--- src/rsfa_pkg.sv ---
// ---------------------------------------------------------------------------
// rsfa_pkg
// shared types and constants of the spi register and frame buffer access core
// ---------------------------------------------------------------------------
`default_nettype none

package rsfa_pkg;

   // field widths
   localparam int MODE_W = 2;
   localparam int BYTE_W = 8;
   localparam int REG_ADDR_W = 6;
   localparam int BUF_PTR_W = 8;
   localparam int CSR_DATA_W = 32;
   localparam int CSR_ADDR_W = 3;

   // default sizes
   localparam int RSFA_REGISTER_COUNT = 64;
   localparam int RSFA_FRAME_DEPTH = 256;

   // status register address after reset
   localparam logic [REG_ADDR_W-1:0] STATUS_ADDR_RESET = 6'd1;

   // csr word index
   localparam logic CSR_IDX_STATUS = 1'b0;

   // input item kinds
   localparam logic [MODE_W-1:0] MODE_SPI = 2'd0;
   localparam logic [MODE_W-1:0] MODE_RELEASE = 2'd1;
   localparam logic [MODE_W-1:0] MODE_DEPOSIT = 2'd2;

   // command byte decode
   localparam logic [BYTE_W-1:0] CMD_REG_MASK = 8'hC0;
   localparam logic [BYTE_W-1:0] CMD_REG_READ = 8'h80;
   localparam logic [BYTE_W-1:0] CMD_REG_WRITE = 8'hC0;
   localparam logic [BYTE_W-1:0] CMD_FB_WRITE = 8'h60;
   localparam logic [BYTE_W-1:0] CMD_FB_READ = 8'h20;

   typedef enum logic [2:0] {
      PH_IDLE,
      PH_REG_READ,
      PH_REG_WRITE,
      PH_FB_WRITE,
      PH_FB_READ,
      PH_IGNORE
   } phase_type;

   // where the returned byte comes from
   typedef enum logic [1:0] {
      SRC_ZERO,
      SRC_REG,
      SRC_FB
   } src_type;

endpackage

`default_nettype wire

--- src/rsfa_req_if.sv ---
// ---------------------------------------------------------------------------
// rsfa_req_if
// input channel: spi byte, chip-select release or receive deposit
// ---------------------------------------------------------------------------
`default_nettype none

interface rsfa_req_if;
   import rsfa_pkg::*;

   logic valid;
   logic ready;
   logic [MODE_W-1:0] mode;
   logic [BYTE_W-1:0] mosi_byte;
   logic [BUF_PTR_W-1:0] deposit_index;

   modport source (output valid, output mode, output mosi_byte, output deposit_index,
                   input ready);
   modport sink (input valid, input mode, input mosi_byte, input deposit_index,
                 output ready);
endinterface

`default_nettype wire

--- src/rsfa_rsp_if.sv ---
// ---------------------------------------------------------------------------
// rsfa_rsp_if
// result channel: byte returned to the host
// ---------------------------------------------------------------------------
`default_nettype none

interface rsfa_rsp_if;
   import rsfa_pkg::*;

   logic valid;
   logic ready;
   logic [BYTE_W-1:0] miso_byte;

   modport source (output valid, output miso_byte, input ready);
   modport sink (input valid, input miso_byte, output ready);
endinterface

`default_nettype wire

--- src/radio_spi_register_frame_access_core.sv ---
// ---------------------------------------------------------------------------
// radio_spi_register_frame_access_core
// spi slave command decode with register file and frame buffer access
// ---------------------------------------------------------------------------
//
//  channel  direction  transfer carries
//  req_ch   in         mode, mosi_byte, deposit_index
//  rsp_ch   out        miso_byte, one per spi byte transfer (mode 0)
//  csr_*    apb        status_register_address at byte address 0
//
//  one input transfer per clock while req_ch.ready is high; a spi byte is
//  registered in the memory read stage and then in the output register
//  before it is offered on rsp_ch
//  the read stage serves the registered read of the register and frame rams
//  reset is synchronous; the register file reads as zero through per-entry
//  valid bits, so no clearing pass is needed
//  a stalled rsp_ch fills the output register and then the read stage,
//  after which req_ch.ready drops
//
`default_nettype none

module radio_spi_register_frame_access_core #(
   parameter int REGISTER_COUNT = rsfa_pkg::RSFA_REGISTER_COUNT,
   parameter int FRAME_DEPTH = rsfa_pkg::RSFA_FRAME_DEPTH
) (
   input  wire logic                             clock,
   input  wire logic                             reset,
   rsfa_req_if.sink                              req_ch,
   rsfa_rsp_if.source                            rsp_ch,
   input  wire logic                             csr_psel,
   input  wire logic                             csr_penable,
   input  wire logic                             csr_pwrite,
   input  wire logic [rsfa_pkg::CSR_ADDR_W-1:0]  csr_paddr,
   input  wire logic [rsfa_pkg::CSR_DATA_W-1:0]  csr_pwdata,
   output logic      [rsfa_pkg::CSR_DATA_W-1:0]  csr_prdata,
   output logic                                  csr_pready
);

   import rsfa_pkg::*;

   localparam int RF_AW = (REGISTER_COUNT > 1) ? $clog2(REGISTER_COUNT) : 1;
   localparam int FB_AW = (FRAME_DEPTH > 1) ? $clog2(FRAME_DEPTH) : 1;
   localparam logic [REG_ADDR_W:0] RF_LIMIT = (REG_ADDR_W+1)'(REGISTER_COUNT);
   localparam logic [BUF_PTR_W:0] FB_LIMIT = (BUF_PTR_W+1)'(FRAME_DEPTH);

   // control state
   phase_type phase_ff, phase_in;
   logic [REG_ADDR_W-1:0] reg_addr_ff, reg_addr_in;
   logic [BUF_PTR_W-1:0] buf_ptr_ff, buf_ptr_in;
   logic [REG_ADDR_W-1:0] status_addr_ff;
   logic [REGISTER_COUNT-1:0] rf_valid_ff;

   // read stage and output register
   logic s1_valid_ff, s1_valid_in;
   src_type s1_src_ff, src_in;
   logic rsp_valid_ff, rsp_valid_in;
   logic [BYTE_W-1:0] rsp_data_ff, rsp_data_in;

   logic fire;
   logic s1_move;

   // memory ports
   logic rf_we, rf_re;
   logic [REG_ADDR_W-1:0] rf_addr;
   logic rf_in_range;
   logic [BYTE_W-1:0] rf_rdata;
   logic fb_we, fb_re;
   logic [BUF_PTR_W-1:0] fb_waddr;
   logic [BYTE_W-1:0] fb_wdata, fb_rdata;

   // ---------------- configuration port ----------------
   logic csr_write;

   assign csr_pready = 1'b1;
   assign csr_write = csr_psel && csr_penable && csr_pwrite && csr_pready
                      && (csr_paddr[2] == CSR_IDX_STATUS);

   always_comb begin
      csr_prdata = '0;
      if (csr_paddr[2] == CSR_IDX_STATUS) begin
         csr_prdata = {{(CSR_DATA_W-REG_ADDR_W){1'b0}}, status_addr_ff};
      end
   end

   always_ff @(posedge clock) begin
      if (reset) begin
         status_addr_ff <= STATUS_ADDR_RESET;
      end else if (csr_write) begin
         status_addr_ff <= csr_pwdata[REG_ADDR_W-1:0];
      end
   end

   // ---------------- handshake ----------------
   // read stage drains into the output register when it is empty or taken
   assign s1_move = s1_valid_ff && (!rsp_valid_ff || rsp_ch.ready);
   assign req_ch.ready = !s1_valid_ff || s1_move;
   assign fire = req_ch.valid && req_ch.ready;

   // register address: status during the command byte, else the latched one
   assign rf_addr = (phase_ff == PH_IDLE) ? status_addr_ff : reg_addr_ff;
   assign rf_in_range = {1'b0, rf_addr} < RF_LIMIT;

   // ---------------- command sequencer ----------------
   always_comb begin
      phase_in = phase_ff;
      reg_addr_in = reg_addr_ff;
      buf_ptr_in = buf_ptr_ff;
      src_in = SRC_ZERO;
      rf_we = 1'b0;
      rf_re = 1'b0;
      fb_we = 1'b0;
      fb_re = 1'b0;
      fb_waddr = buf_ptr_ff;
      fb_wdata = req_ch.mosi_byte;
      if (fire) begin
         case (req_ch.mode)
            MODE_RELEASE: begin
               phase_in = PH_IDLE;
            end
            MODE_DEPOSIT: begin
               // receive path writes straight in, transaction untouched
               fb_waddr = req_ch.deposit_index;
               fb_we = {1'b0, req_ch.deposit_index} < FB_LIMIT;
            end
            MODE_SPI: begin
               case (phase_ff)
                  PH_IDLE: begin
                     // answer the command byte with the status register
                     rf_re = rf_in_range;
                     if (rf_in_range && rf_valid_ff[rf_addr[RF_AW-1:0]]) begin
                        src_in = SRC_REG;
                     end
                     buf_ptr_in = '0;
                     if ((req_ch.mosi_byte & CMD_REG_MASK) == CMD_REG_READ) begin
                        reg_addr_in = req_ch.mosi_byte[REG_ADDR_W-1:0];
                        phase_in = PH_REG_READ;
                     end else if ((req_ch.mosi_byte & CMD_REG_MASK) == CMD_REG_WRITE) begin
                        reg_addr_in = req_ch.mosi_byte[REG_ADDR_W-1:0];
                        phase_in = PH_REG_WRITE;
                     end else if (req_ch.mosi_byte == CMD_FB_WRITE) begin
                        phase_in = PH_FB_WRITE;
                     end else if (req_ch.mosi_byte == CMD_FB_READ) begin
                        phase_in = PH_FB_READ;
                     end else begin
                        phase_in = PH_IGNORE;
                     end
                  end
                  PH_REG_READ: begin
                     rf_re = rf_in_range;
                     if (rf_in_range && rf_valid_ff[rf_addr[RF_AW-1:0]]) begin
                        src_in = SRC_REG;
                     end
                     phase_in = PH_IGNORE;
                  end
                  PH_REG_WRITE: begin
                     rf_we = rf_in_range;
                     phase_in = PH_IGNORE;
                  end
                  PH_FB_WRITE: begin
                     fb_we = {1'b0, buf_ptr_ff} < FB_LIMIT;
                     buf_ptr_in = buf_ptr_ff + 1'b1;
                  end
                  PH_FB_READ: begin
                     fb_re = {1'b0, buf_ptr_ff} < FB_LIMIT;
                     if (fb_re) begin
                        src_in = SRC_FB;
                     end
                     buf_ptr_in = buf_ptr_ff + 1'b1;
                  end
                  default: begin
                     phase_in = PH_IGNORE;
                  end
               endcase
            end
            default: begin
               // unused mode code, dropped
            end
         endcase
      end
   end

   always_ff @(posedge clock) begin
      if (reset) begin
         phase_ff <= PH_IDLE;
         reg_addr_ff <= '0;
         buf_ptr_ff <= '0;
         rf_valid_ff <= '0;
      end else begin
         phase_ff <= phase_in;
         reg_addr_ff <= reg_addr_in;
         buf_ptr_ff <= buf_ptr_in;
         if (rf_we) begin
            rf_valid_ff[rf_addr[RF_AW-1:0]] <= 1'b1;
         end
      end
   end

   // ---------------- memories ----------------
   rsfa_ram #(
      .WIDTH (BYTE_W),
      .DEPTH (REGISTER_COUNT)
   ) u_reg_file (
      .clock   (clock),
      .wr_en   (rf_we),
      .wr_addr (rf_addr[RF_AW-1:0]),
      .wr_data (req_ch.mosi_byte),
      .rd_en   (rf_re),
      .rd_addr (rf_addr[RF_AW-1:0]),
      .rd_data (rf_rdata)
   );

   rsfa_ram #(
      .WIDTH (BYTE_W),
      .DEPTH (FRAME_DEPTH)
   ) u_frame_buf (
      .clock   (clock),
      .wr_en   (fb_we),
      .wr_addr (fb_waddr[FB_AW-1:0]),
      .wr_data (fb_wdata),
      .rd_en   (fb_re),
      .rd_addr (buf_ptr_ff[FB_AW-1:0]),
      .rd_data (fb_rdata)
   );

   // ---------------- read stage and output register ----------------
   // ram read data holds while the stage stalls, since nothing new is accepted
   always_comb begin
      s1_valid_in = s1_valid_ff && !s1_move;
      if (fire && req_ch.mode == MODE_SPI) begin
         s1_valid_in = 1'b1;
      end
      rsp_valid_in = rsp_valid_ff && !rsp_ch.ready;
      if (s1_move) begin
         rsp_valid_in = 1'b1;
      end
      case (s1_src_ff)
         SRC_REG: rsp_data_in = rf_rdata;
         SRC_FB:  rsp_data_in = fb_rdata;
         default: rsp_data_in = '0;
      endcase
   end

   always_ff @(posedge clock) begin
      if (reset) begin
         s1_valid_ff <= 1'b0;
         rsp_valid_ff <= 1'b0;
      end else begin
         s1_valid_ff <= s1_valid_in;
         rsp_valid_ff <= rsp_valid_in;
      end
   end

   always_ff @(posedge clock) begin
      if (fire && req_ch.mode == MODE_SPI) begin
         s1_src_ff <= src_in;
      end
      if (s1_move) begin
         rsp_data_ff <= rsp_data_in;
      end
   end

   assign rsp_ch.valid = rsp_valid_ff;
   assign rsp_ch.miso_byte = rsp_data_ff;

   // ---------------- assertions ----------------
   a_spi_enters_stage: assert property (@(posedge clock) disable iff (reset)
      fire && req_ch.mode == MODE_SPI |=> s1_valid_ff)
      else $error("spi byte transfer did not reach the read stage");

   a_release_idles: assert property (@(posedge clock) disable iff (reset)
      fire && req_ch.mode == MODE_RELEASE |=> phase_ff == PH_IDLE)
      else $error("release did not return to idle");

   a_ptr_steps: assert property (@(posedge clock) disable iff (reset)
      fire && req_ch.mode == MODE_SPI && (phase_ff == PH_FB_WRITE || phase_ff == PH_FB_READ)
      |=> buf_ptr_ff == $past(buf_ptr_ff) + 8'd1)
      else $error("frame pointer did not advance");

   a_stall_only_full: assert property (@(posedge clock) disable iff (reset)
      !req_ch.ready |-> s1_valid_ff && rsp_valid_ff && !rsp_ch.ready)
      else $error("input stalled with room in the pipeline");

endmodule

`default_nettype wire

--- src/rsfa_ram.sv ---
// ---------------------------------------------------------------------------
// rsfa_ram
// generic single write port, single read port ram with registered read
// ---------------------------------------------------------------------------
`default_nettype none

module rsfa_ram #(
   parameter int WIDTH = 8,
   parameter int DEPTH = 64,
   localparam int AW = (DEPTH > 1) ? $clog2(DEPTH) : 1
) (
   input  wire logic             clock,
   input  wire logic             wr_en,
   input  wire logic [AW-1:0]    wr_addr,
   input  wire logic [WIDTH-1:0] wr_data,
   input  wire logic             rd_en,
   input  wire logic [AW-1:0]    rd_addr,
   output logic      [WIDTH-1:0] rd_data
);

   logic [WIDTH-1:0] mem_ff [DEPTH];
   logic [WIDTH-1:0] rd_data_ff;

   always_ff @(posedge clock) begin
      if (wr_en) begin
         mem_ff[wr_addr] <= wr_data;
      end
      if (rd_en) begin
         rd_data_ff <= mem_ff[rd_addr];
      end
   end

   assign rd_data = rd_data_ff;

endmodule

`default_nettype wire

--- src/flat_wrapper.sv ---
// flat-port wrapper written by rule: the top's interface ports become plain ports
module radio_spi_register_frame_access_core_flat import rsfa_pkg::*;
#(
   parameter int REGISTER_COUNT = rsfa_pkg::RSFA_REGISTER_COUNT,
   parameter int FRAME_DEPTH = rsfa_pkg::RSFA_FRAME_DEPTH
)
  (clock, reset, csr_psel, csr_penable, csr_pwrite, csr_paddr, csr_pwdata, csr_prdata, csr_pready, req_ch_valid, req_ch_mode, req_ch_mosi_byte, req_ch_deposit_index, req_ch_ready, rsp_ch_valid, rsp_ch_miso_byte, rsp_ch_ready);
  rsfa_req_if req_ch_i ();
  rsfa_rsp_if rsp_ch_i ();
  input  wire logic clock;
  input  wire logic reset;
  input  wire logic csr_psel;
  input  wire logic csr_penable;
  input  wire logic csr_pwrite;
  input  wire logic [rsfa_pkg::CSR_ADDR_W-1:0] csr_paddr;
  input  wire logic [rsfa_pkg::CSR_DATA_W-1:0] csr_pwdata;
  output logic      [rsfa_pkg::CSR_DATA_W-1:0] csr_prdata;
  output logic csr_pready;
  input wire logic [$bits(req_ch_i.valid)-1:0] req_ch_valid;
  input wire logic [$bits(req_ch_i.mode)-1:0] req_ch_mode;
  input wire logic [$bits(req_ch_i.mosi_byte)-1:0] req_ch_mosi_byte;
  input wire logic [$bits(req_ch_i.deposit_index)-1:0] req_ch_deposit_index;
  output wire logic [$bits(req_ch_i.ready)-1:0] req_ch_ready;
  output wire logic [$bits(rsp_ch_i.valid)-1:0] rsp_ch_valid;
  output wire logic [$bits(rsp_ch_i.miso_byte)-1:0] rsp_ch_miso_byte;
  input wire logic [$bits(rsp_ch_i.ready)-1:0] rsp_ch_ready;
  assign req_ch_i.valid = req_ch_valid;
  assign req_ch_i.mode = req_ch_mode;
  assign req_ch_i.mosi_byte = req_ch_mosi_byte;
  assign req_ch_i.deposit_index = req_ch_deposit_index;
  assign req_ch_ready = req_ch_i.ready;
  assign rsp_ch_valid = rsp_ch_i.valid;
  assign rsp_ch_miso_byte = rsp_ch_i.miso_byte;
  assign rsp_ch_i.ready = rsp_ch_ready;
  radio_spi_register_frame_access_core #(.REGISTER_COUNT(REGISTER_COUNT), .FRAME_DEPTH(FRAME_DEPTH)) u_core (.clock(clock), .reset(reset), .req_ch(req_ch_i), .rsp_ch(rsp_ch_i), .csr_psel(csr_psel), .csr_penable(csr_penable), .csr_pwrite(csr_pwrite), .csr_paddr(csr_paddr), .csr_pwdata(csr_pwdata), .csr_prdata(csr_prdata), .csr_pready(csr_pready));
endmodule
--- config.mk ---
export PLATFORM = sky130hd
export DESIGN_NAME = radio_spi_register_frame_access_core_flat
export DESIGN_NICKNAME = d
export VERILOG_FILES = /design/src/rsfa_pkg.sv /design/src/rsfa_req_if.sv /design/src/rsfa_rsp_if.sv /design/src/radio_spi_register_frame_access_core.sv /design/src/rsfa_ram.sv /design/src/flat_wrapper.sv
export SDC_FILE = /design/constraint.sdc
export NUM_CORES = 2
export LEC_CHECK = 0
export ABC_AREA = 0
export BUFFER_PORTS_ARGS = -buffer_cell sky130_fd_sc_hd__buf_2
export CORE_UTILIZATION = 50
export CTS_BUF_LIST = sky130_fd_sc_hd__clkbuf_4 sky130_fd_sc_hd__clkbuf_8
export CTS_CLUSTER_SIZE = 16
export DETAILED_ROUTE_END_ITERATION = 12
export PLACE_DENSITY = 0.75
export SLEW_MARGIN = 20
export SYNTH_ARGS = -nofsm -noshare
export SYNTH_HDL_FRONTEND = slang
export SYNTH_HIERARCHICAL = 1
export SYNTH_SLANG_ARGS = --single-unit
export TNS_END_PERCENT = 10
--- constraint.sdc ---
create_clock -name clock -period 4.59 [get_ports clock]
set_input_delay 0.918 -clock clock [delete_from_list [all_inputs] [get_ports clock]]
set_output_delay 0.918 -clock clock [all_outputs]
set_load 0.03 [all_outputs]
### After elaboration in Yosys (flattened, before gate mapping)

Memories as Yosys holds them, arrays and structs flattened. A register that Yosys moved wholly into a read port is not among the register bits.
Index checks and enable logic that the tools add are counted.

| cells by class | value |
|---|---|
| add/sub/neg operators | 1 |
| multiply operators | 0 |
| div/mod/pow operators | 0 |
| order comparisons | 2 |
| eq/ne operators | 13 |
| shifts and indexed selects | 0 |
| muxes and demuxes | 38 |
| bitwise operators | 2 |
| reductions and logical operators | 26 |

Operators by type and width:

| kind | number |
|---|---|
| 64-bit bitwise OR | 1 |
| 8-bit case mux with 2 select lines | 2 |
| 6-bit two-way mux | 4 |
| 1-bit two-way mux | 21 |
| 8-bit two-way mux | 2 |
| 3-bit case mux with 2 select lines | 2 |
| 1-bit logical AND | 9 |
| 3-bit two-way mux | 3 |
| 8-bit by 1-bit adder with 8-bit output (second input constant) | 1 |
| 2-bit equality test (second input constant) | 4 |
| 8-bit by 6-bit equality test with 1-bit output (second input constant) | 1 |
| 8-bit by 7-bit equality test with 1-bit output (second input constant) | 1 |
| 6-bit by 7-bit < comparator with 1-bit output (second input constant) | 1 |
| 1-bit binary-select mux with 6-bit select | 1 |
| 1-bit demux with 6-bit select | 1 |
| 3-bit by 2-bit equality test with 1-bit output (second input constant) | 2 |
| 6-bit by 1-bit >= comparator with 1-bit output (second input constant) | 1 |
| 3-bit AND reduction | 2 |
| 2-bit nonzero test | 3 |
| 2-bit by 1-bit equality test with 1-bit output (second input constant) | 2 |
| 1-bit zero test | 4 |
| 2-bit case mux with 2 select lines | 1 |
| 4-bit AND reduction | 1 |
| 2-bit OR reduction | 2 |
| other kinds (9) | 10 |

| storage, ports and cells | value |
|---|---|
| bits in registers | 99 |
| latch bits | 0 |
| memory bits (writable) | 2560 |
| ROM bits | 0 |
| output and inout bits | 43 |
| logic and storage cells | 93 |
| memories | 2 |

Memories:

| name | depth | width | rd ports | clocked after Yosys merged registers in | wr ports | RTL line | RTL |
|---|---|---|---|---|---|---|---|
| u_core.u_frame_buf.mem_ff | 256 | 8 | 1 | 1 | 1 | rsfa_ram.sv:21 | `logic [WIDTH-1:0] mem_ff [DEPTH];` |
| u_core.u_reg_file.mem_ff | 64 | 8 | 1 | 1 | 1 | rsfa_ram.sv:21 |  |

### Depth between registers and ports, before layout

| logic depth | value |
|---|---|
| depth in word-level cells | 8 |
| mapped depth | 15 |
| depth with buffers taken out | 9 |

### Modules after synthesis

The synthesis kept the hierarchy.

Modules (own cells, without submodules):

| module | instances | cells each | area each (um2) | sequential area each (um2) |
|---|---|---|---|---|
| rsfa_ram (u_core.u_frame_buf) | 1 | 3733 | 79636.4 | 61739.2 |
| rsfa_ram (u_core.u_reg_file) | 1 | 940 | 20246.9 | 15615.0 |
| radio_spi_register_frame_access_core | 1 | 597 | 5230.0 | 2082.0 |

### Worst setup path after synthesis

No wires, ideal clock.

| path | value |
|---|---|
| kind | input to register |
| start | in rsp_ch_ready |
| end | mem u_core.u_frame_buf.mem_ff[236][0], enable pin |
| arrival time | 3459 ps |
| path slack | 761 ps |
| stages on the path | 10 |
| cell sequence | nand3b_1 nand2_1 nor2_1 nand2_1 mux2_2 clkbuf_1 nor2_1 nand4_1 clkbuf_1 nor2_1 |

| on the way | value |
|---|---|
| elaborated cells on any way between the ends | 8 |
| classes of those cells | 4 x mux; 4 x reduce/logical |

RTL lines:

| element | RTL line | RTL |
|---|---|---|
| from (decl) | flat_wrapper.sv:26 | `input wire logic [$bits(rsp_ch_i.ready)-1:0] rsp_ch_ready;` |
| 1-bit logical OR | radio_spi_register_frame_access_core.sv:95 | `assign s1_move = s1_valid_ff && (!rsp_valid_ff \|\| rsp_ch.ready);` |
| 1-bit logical AND | radio_spi_register_frame_access_core.sv:95 |  |
| 1-bit logical OR | radio_spi_register_frame_access_core.sv:96 | `assign req_ch.ready = !s1_valid_ff \|\| s1_move;` |
| 1-bit logical AND | radio_spi_register_frame_access_core.sv:97 | `assign fire = req_ch.valid && req_ch.ready;` |
| 8-bit two-way mux | radio_spi_register_frame_access_core.sv:115 | `if (fire) begin` |
| via u_core.fb_waddr[1] | radio_spi_register_frame_access_core.sv:68 | `logic [BUF_PTR_W-1:0] fb_waddr;` |
| to (decl) | rsfa_ram.sv:21 |  |

The timed path passes the listed nets, and every way through them passes these cells.

==> flow_summary.yaml <==
outcome:
  status: "finished clean"
clock_network:
  cts_tree: "yes"
  clkLatencyLatePin_ns: 1.11
  htreeDepth: 5
  post_cts_resized: 0
  cts_root_buf: "clkbuf_8"
  clock_path_buffers: 4
  cts_setup_buffers: 0
  cts_buffers: 420
  path_clk_slew_ns: 0.06
  ctsHoldBuffers: 0
  numClockSinks: 2675
global_route:
  first_global_vias: 55600
  overflow: 0
  grt_pass1_wl_um: 365000
  track_usage: 0.235
  use_met1: 0.320
  gr-max-usage-layer: "met2"
  use_met2: 0.376
  grt_max_degree: 185
  met3_usage: 0.0489
  antenna_found_initial: 9
layout:
  layout_common_cells: "edfxtp_1 (2,586), mux4_2 (580), buf_4 (489)"
  fin_nets: 6000
  area_growth_pct: 13.4
  layout-drive-gt1-share: 0.300
  layout.cells.most_common: "edfxtp_1"
  n_fill_cell: 14600
power_and_ir_drop:
  p_per_area_nw_per_um2: 394
  leakage_nw: 37.3
  ir_drop_v: 0.000266
  total_power_w: 0.0470
floorplan:
  die_h_um: 461
  die_area_um2: 212000
  io_pins: 103
  core-area_um2: 208000
  fp.dieW_um: 461
  start_util: 0.506
  rows: 167
logic_synthesis:
  synth_fa_ha_area_frac: 0.000357
  synth-main-ff-cell: "edfxtp_1"
  async_reset_ff_frac: 0
  synth_edf_count: 2586
  synth-compound-area-share: 0.0372
  avgSynthCellArea_um2: 19.9
  yosysWarningCount: 6
  yosysSeqAreaShare: 0.756
  synth_cell_types: 81
  syn_area_um2: 105000
  synth-seq-cells: 2675
  synth_simple_gate_area_frac: 0.0380
  synth_xor_area_frac: 0.000500
  synth_top_family_by_area: "multiplexers"
  netlist_instances: 5270
  synth.area.mux_share: 0.147
detailed_routing:
  ant_nets: 0
  remaining_drc_errors: 0
  vias_per_cell: 6.16
  num_vias: 55700
  first_pass_iters: 6
  drt_wl_total_um: 249000
  wire_per_inst_um: 27.5
  drt_iter0_markers: 7094
worst_setup_path:
  path_cells: "buf_12 -> buf_4 -> mux4_2 -> a22o_1 -> a221oi_1 -> o221ai_1 -> a211oi_1 -> nor4_1"
  path_max_fanout: 35
  critPathLaunchType: "flop"
  cp.buffers_inverters: 2
  crit_family: "compound AO/OA/AOI/OAI gates"
  worst_ep_arrival_time_ns: 4.94
  crit_path_max_incr_delay_ns: 0.79
  cp-end-kind: "flop"
  required_ns: 5.31
  crit_type: "reg -> reg"
  slowest_stage: "dfxtp_4"
sta:
  hold_viol: 0
  rsz0062_at_grt: "no"
  tightestPinTransition_ns: 1.28
  finalSetupTns_ns: 0
  setup_viol: 0
  clock_skew_ns: 0.0887
  fin_crit_ns: 4.22
  slew_headroom: 0.137
  slew_viol_final: 0
  fmax_ghz: 0.237
  period_share: 0.920
worst_hold_path:
  hold_class: "in -> reg"
place:
  io_buffers: 47
  gp_congestion: 0.855
  dp_hpwl_um: 154000
flow_run:
  drv_cap: 0
-- path summary, 6_finish.rpt --
path                                       startpoint                                      end  slack [ns]  cells past startpoint
hold reg to reg   u_core/rf_valid_ff[48]$_SDFFE_PP0P_      u_core/rf_valid_ff[48]$_SDFFE_PP0P_        0.47                      2
setup reg to reg    u_core/buf_ptr_ff[1]$_SDFFE_PP0P_  u_core/u_frame_buf/rd_data[5]$_DFFE_PP_        0.37                      8
setup / recovery    u_core/buf_ptr_ff[1]$_SDFFE_PP0P_  u_core/u_frame_buf/rd_data[5]$_DFFE_PP_        0.37                      8
hold / removal                          csr_pwdata[5]    u_core/status_addr_ff[5]$_SDFFE_PP0P_        0.10                      3
-- area by class of cell --
cell class                      count  area (um2)  share of cell area
Antenna cell                        9        22.5            0.000189
Timing Repair Buffer              573        4720              0.0396
Sequential cell                  2675       79500               0.666
Inverter                           17        63.8            0.000535
Tap cell                         2788        3490              0.0293
Clock buffer                      555        6850              0.0574
Multi-Input combinational cell   2250       23600               0.198
Clock inverter                    180        1010             0.00850
-- synthesized netlist by cell type, types with 44 or more instances --
| library cell | number | area (um2) |
|---|---|---|
| a22oi_1 | 145 | 1090 |
| nor2b_1 | 58 | 363 |
| a21oi_1 | 173 | 866 |
| o22ai_1 | 46 | 288 |
| nor2_1 | 473 | 1780 |
| edfxtp_1 | 2586 | 77700 |
| buf_4 | 68 | 510 |
| clkbuf_1 | 160 | 601 |
| o221ai_1 | 54 | 473 |
| nand3_1 | 57 | 285 |
| nand2_1 | 64 | 240 |
| mux2i_1 | 194 | 1940 |
| dfxtp_1 | 89 | 1780 |
| buf_2 | 44 | 220 |
| mux4_2 | 580 | 13100 |
-- where the power goes --
part	total, W	leakage (nW)	switching (W)	internal [W]
Combinational	0.00118	9.12	0.000821	0.000357
Clock	0.0190	4.20	0.00888	0.0101
Sequential	0.0268	24.0	0.00000704	0.0268
-- cell families after synthesis --
family	after synthesis
XOR/XNOR	6
flip-flops	2675
AND/OR/NAND/NOR	839
adder cells (fa/ha/maj)	3
multiplexers	808
AO/OA/AOI/OAI	567
other	2
buffers and inverters	370
-- sequential cells by signal, summed over array words and instances (netlist names), 8 cells and up --
name,flops
u_core/u_frame_buf/mem_ff,2048
u_core/u_reg_file/mem_ff,512
u_core/rf_valid_ff,64
u_core/buf_ptr_ff,8
u_core/rsp_ch.miso_byte,8
u_core/u_frame_buf/rd_data,8
u_core/u_reg_file/rd_data,8
-- routing by layer --
layer	wire length (um)	vias to the layer above
met5	21	-
met4	8860	4
met3	24700	554
met2	121000	3197
met1	94200	28800
li1	-	23100
-- metrics by stage --
step	instance area (um2)	hold WS [ns]	worst slack, ns	cells	utilization
final	119000	0.101	0.367	9047	0.574
after global routing	119000	0.0707	0.359	9044	0.574
after CTS	119000	0.0402	0.522	9038	0.573
after detailed placement	111000	0.448	0.346	8303	0.535
after global placement	111000	0.440	0.214	8303	0.535
after floorplan	105000	0.428	0.761	5295	-
-- worst reg2reg max path: cells and delay by family (launching register included) --
family	cells	cell delay, ns
flip-flops	1	0.79
AND/OR/NAND/NOR	1	0.31
buffers and inverters	2	0.74
AO/OA/AOI/OAI	4	1.69
multiplexers	1	0.34
(Power assumes the default switching activity.)
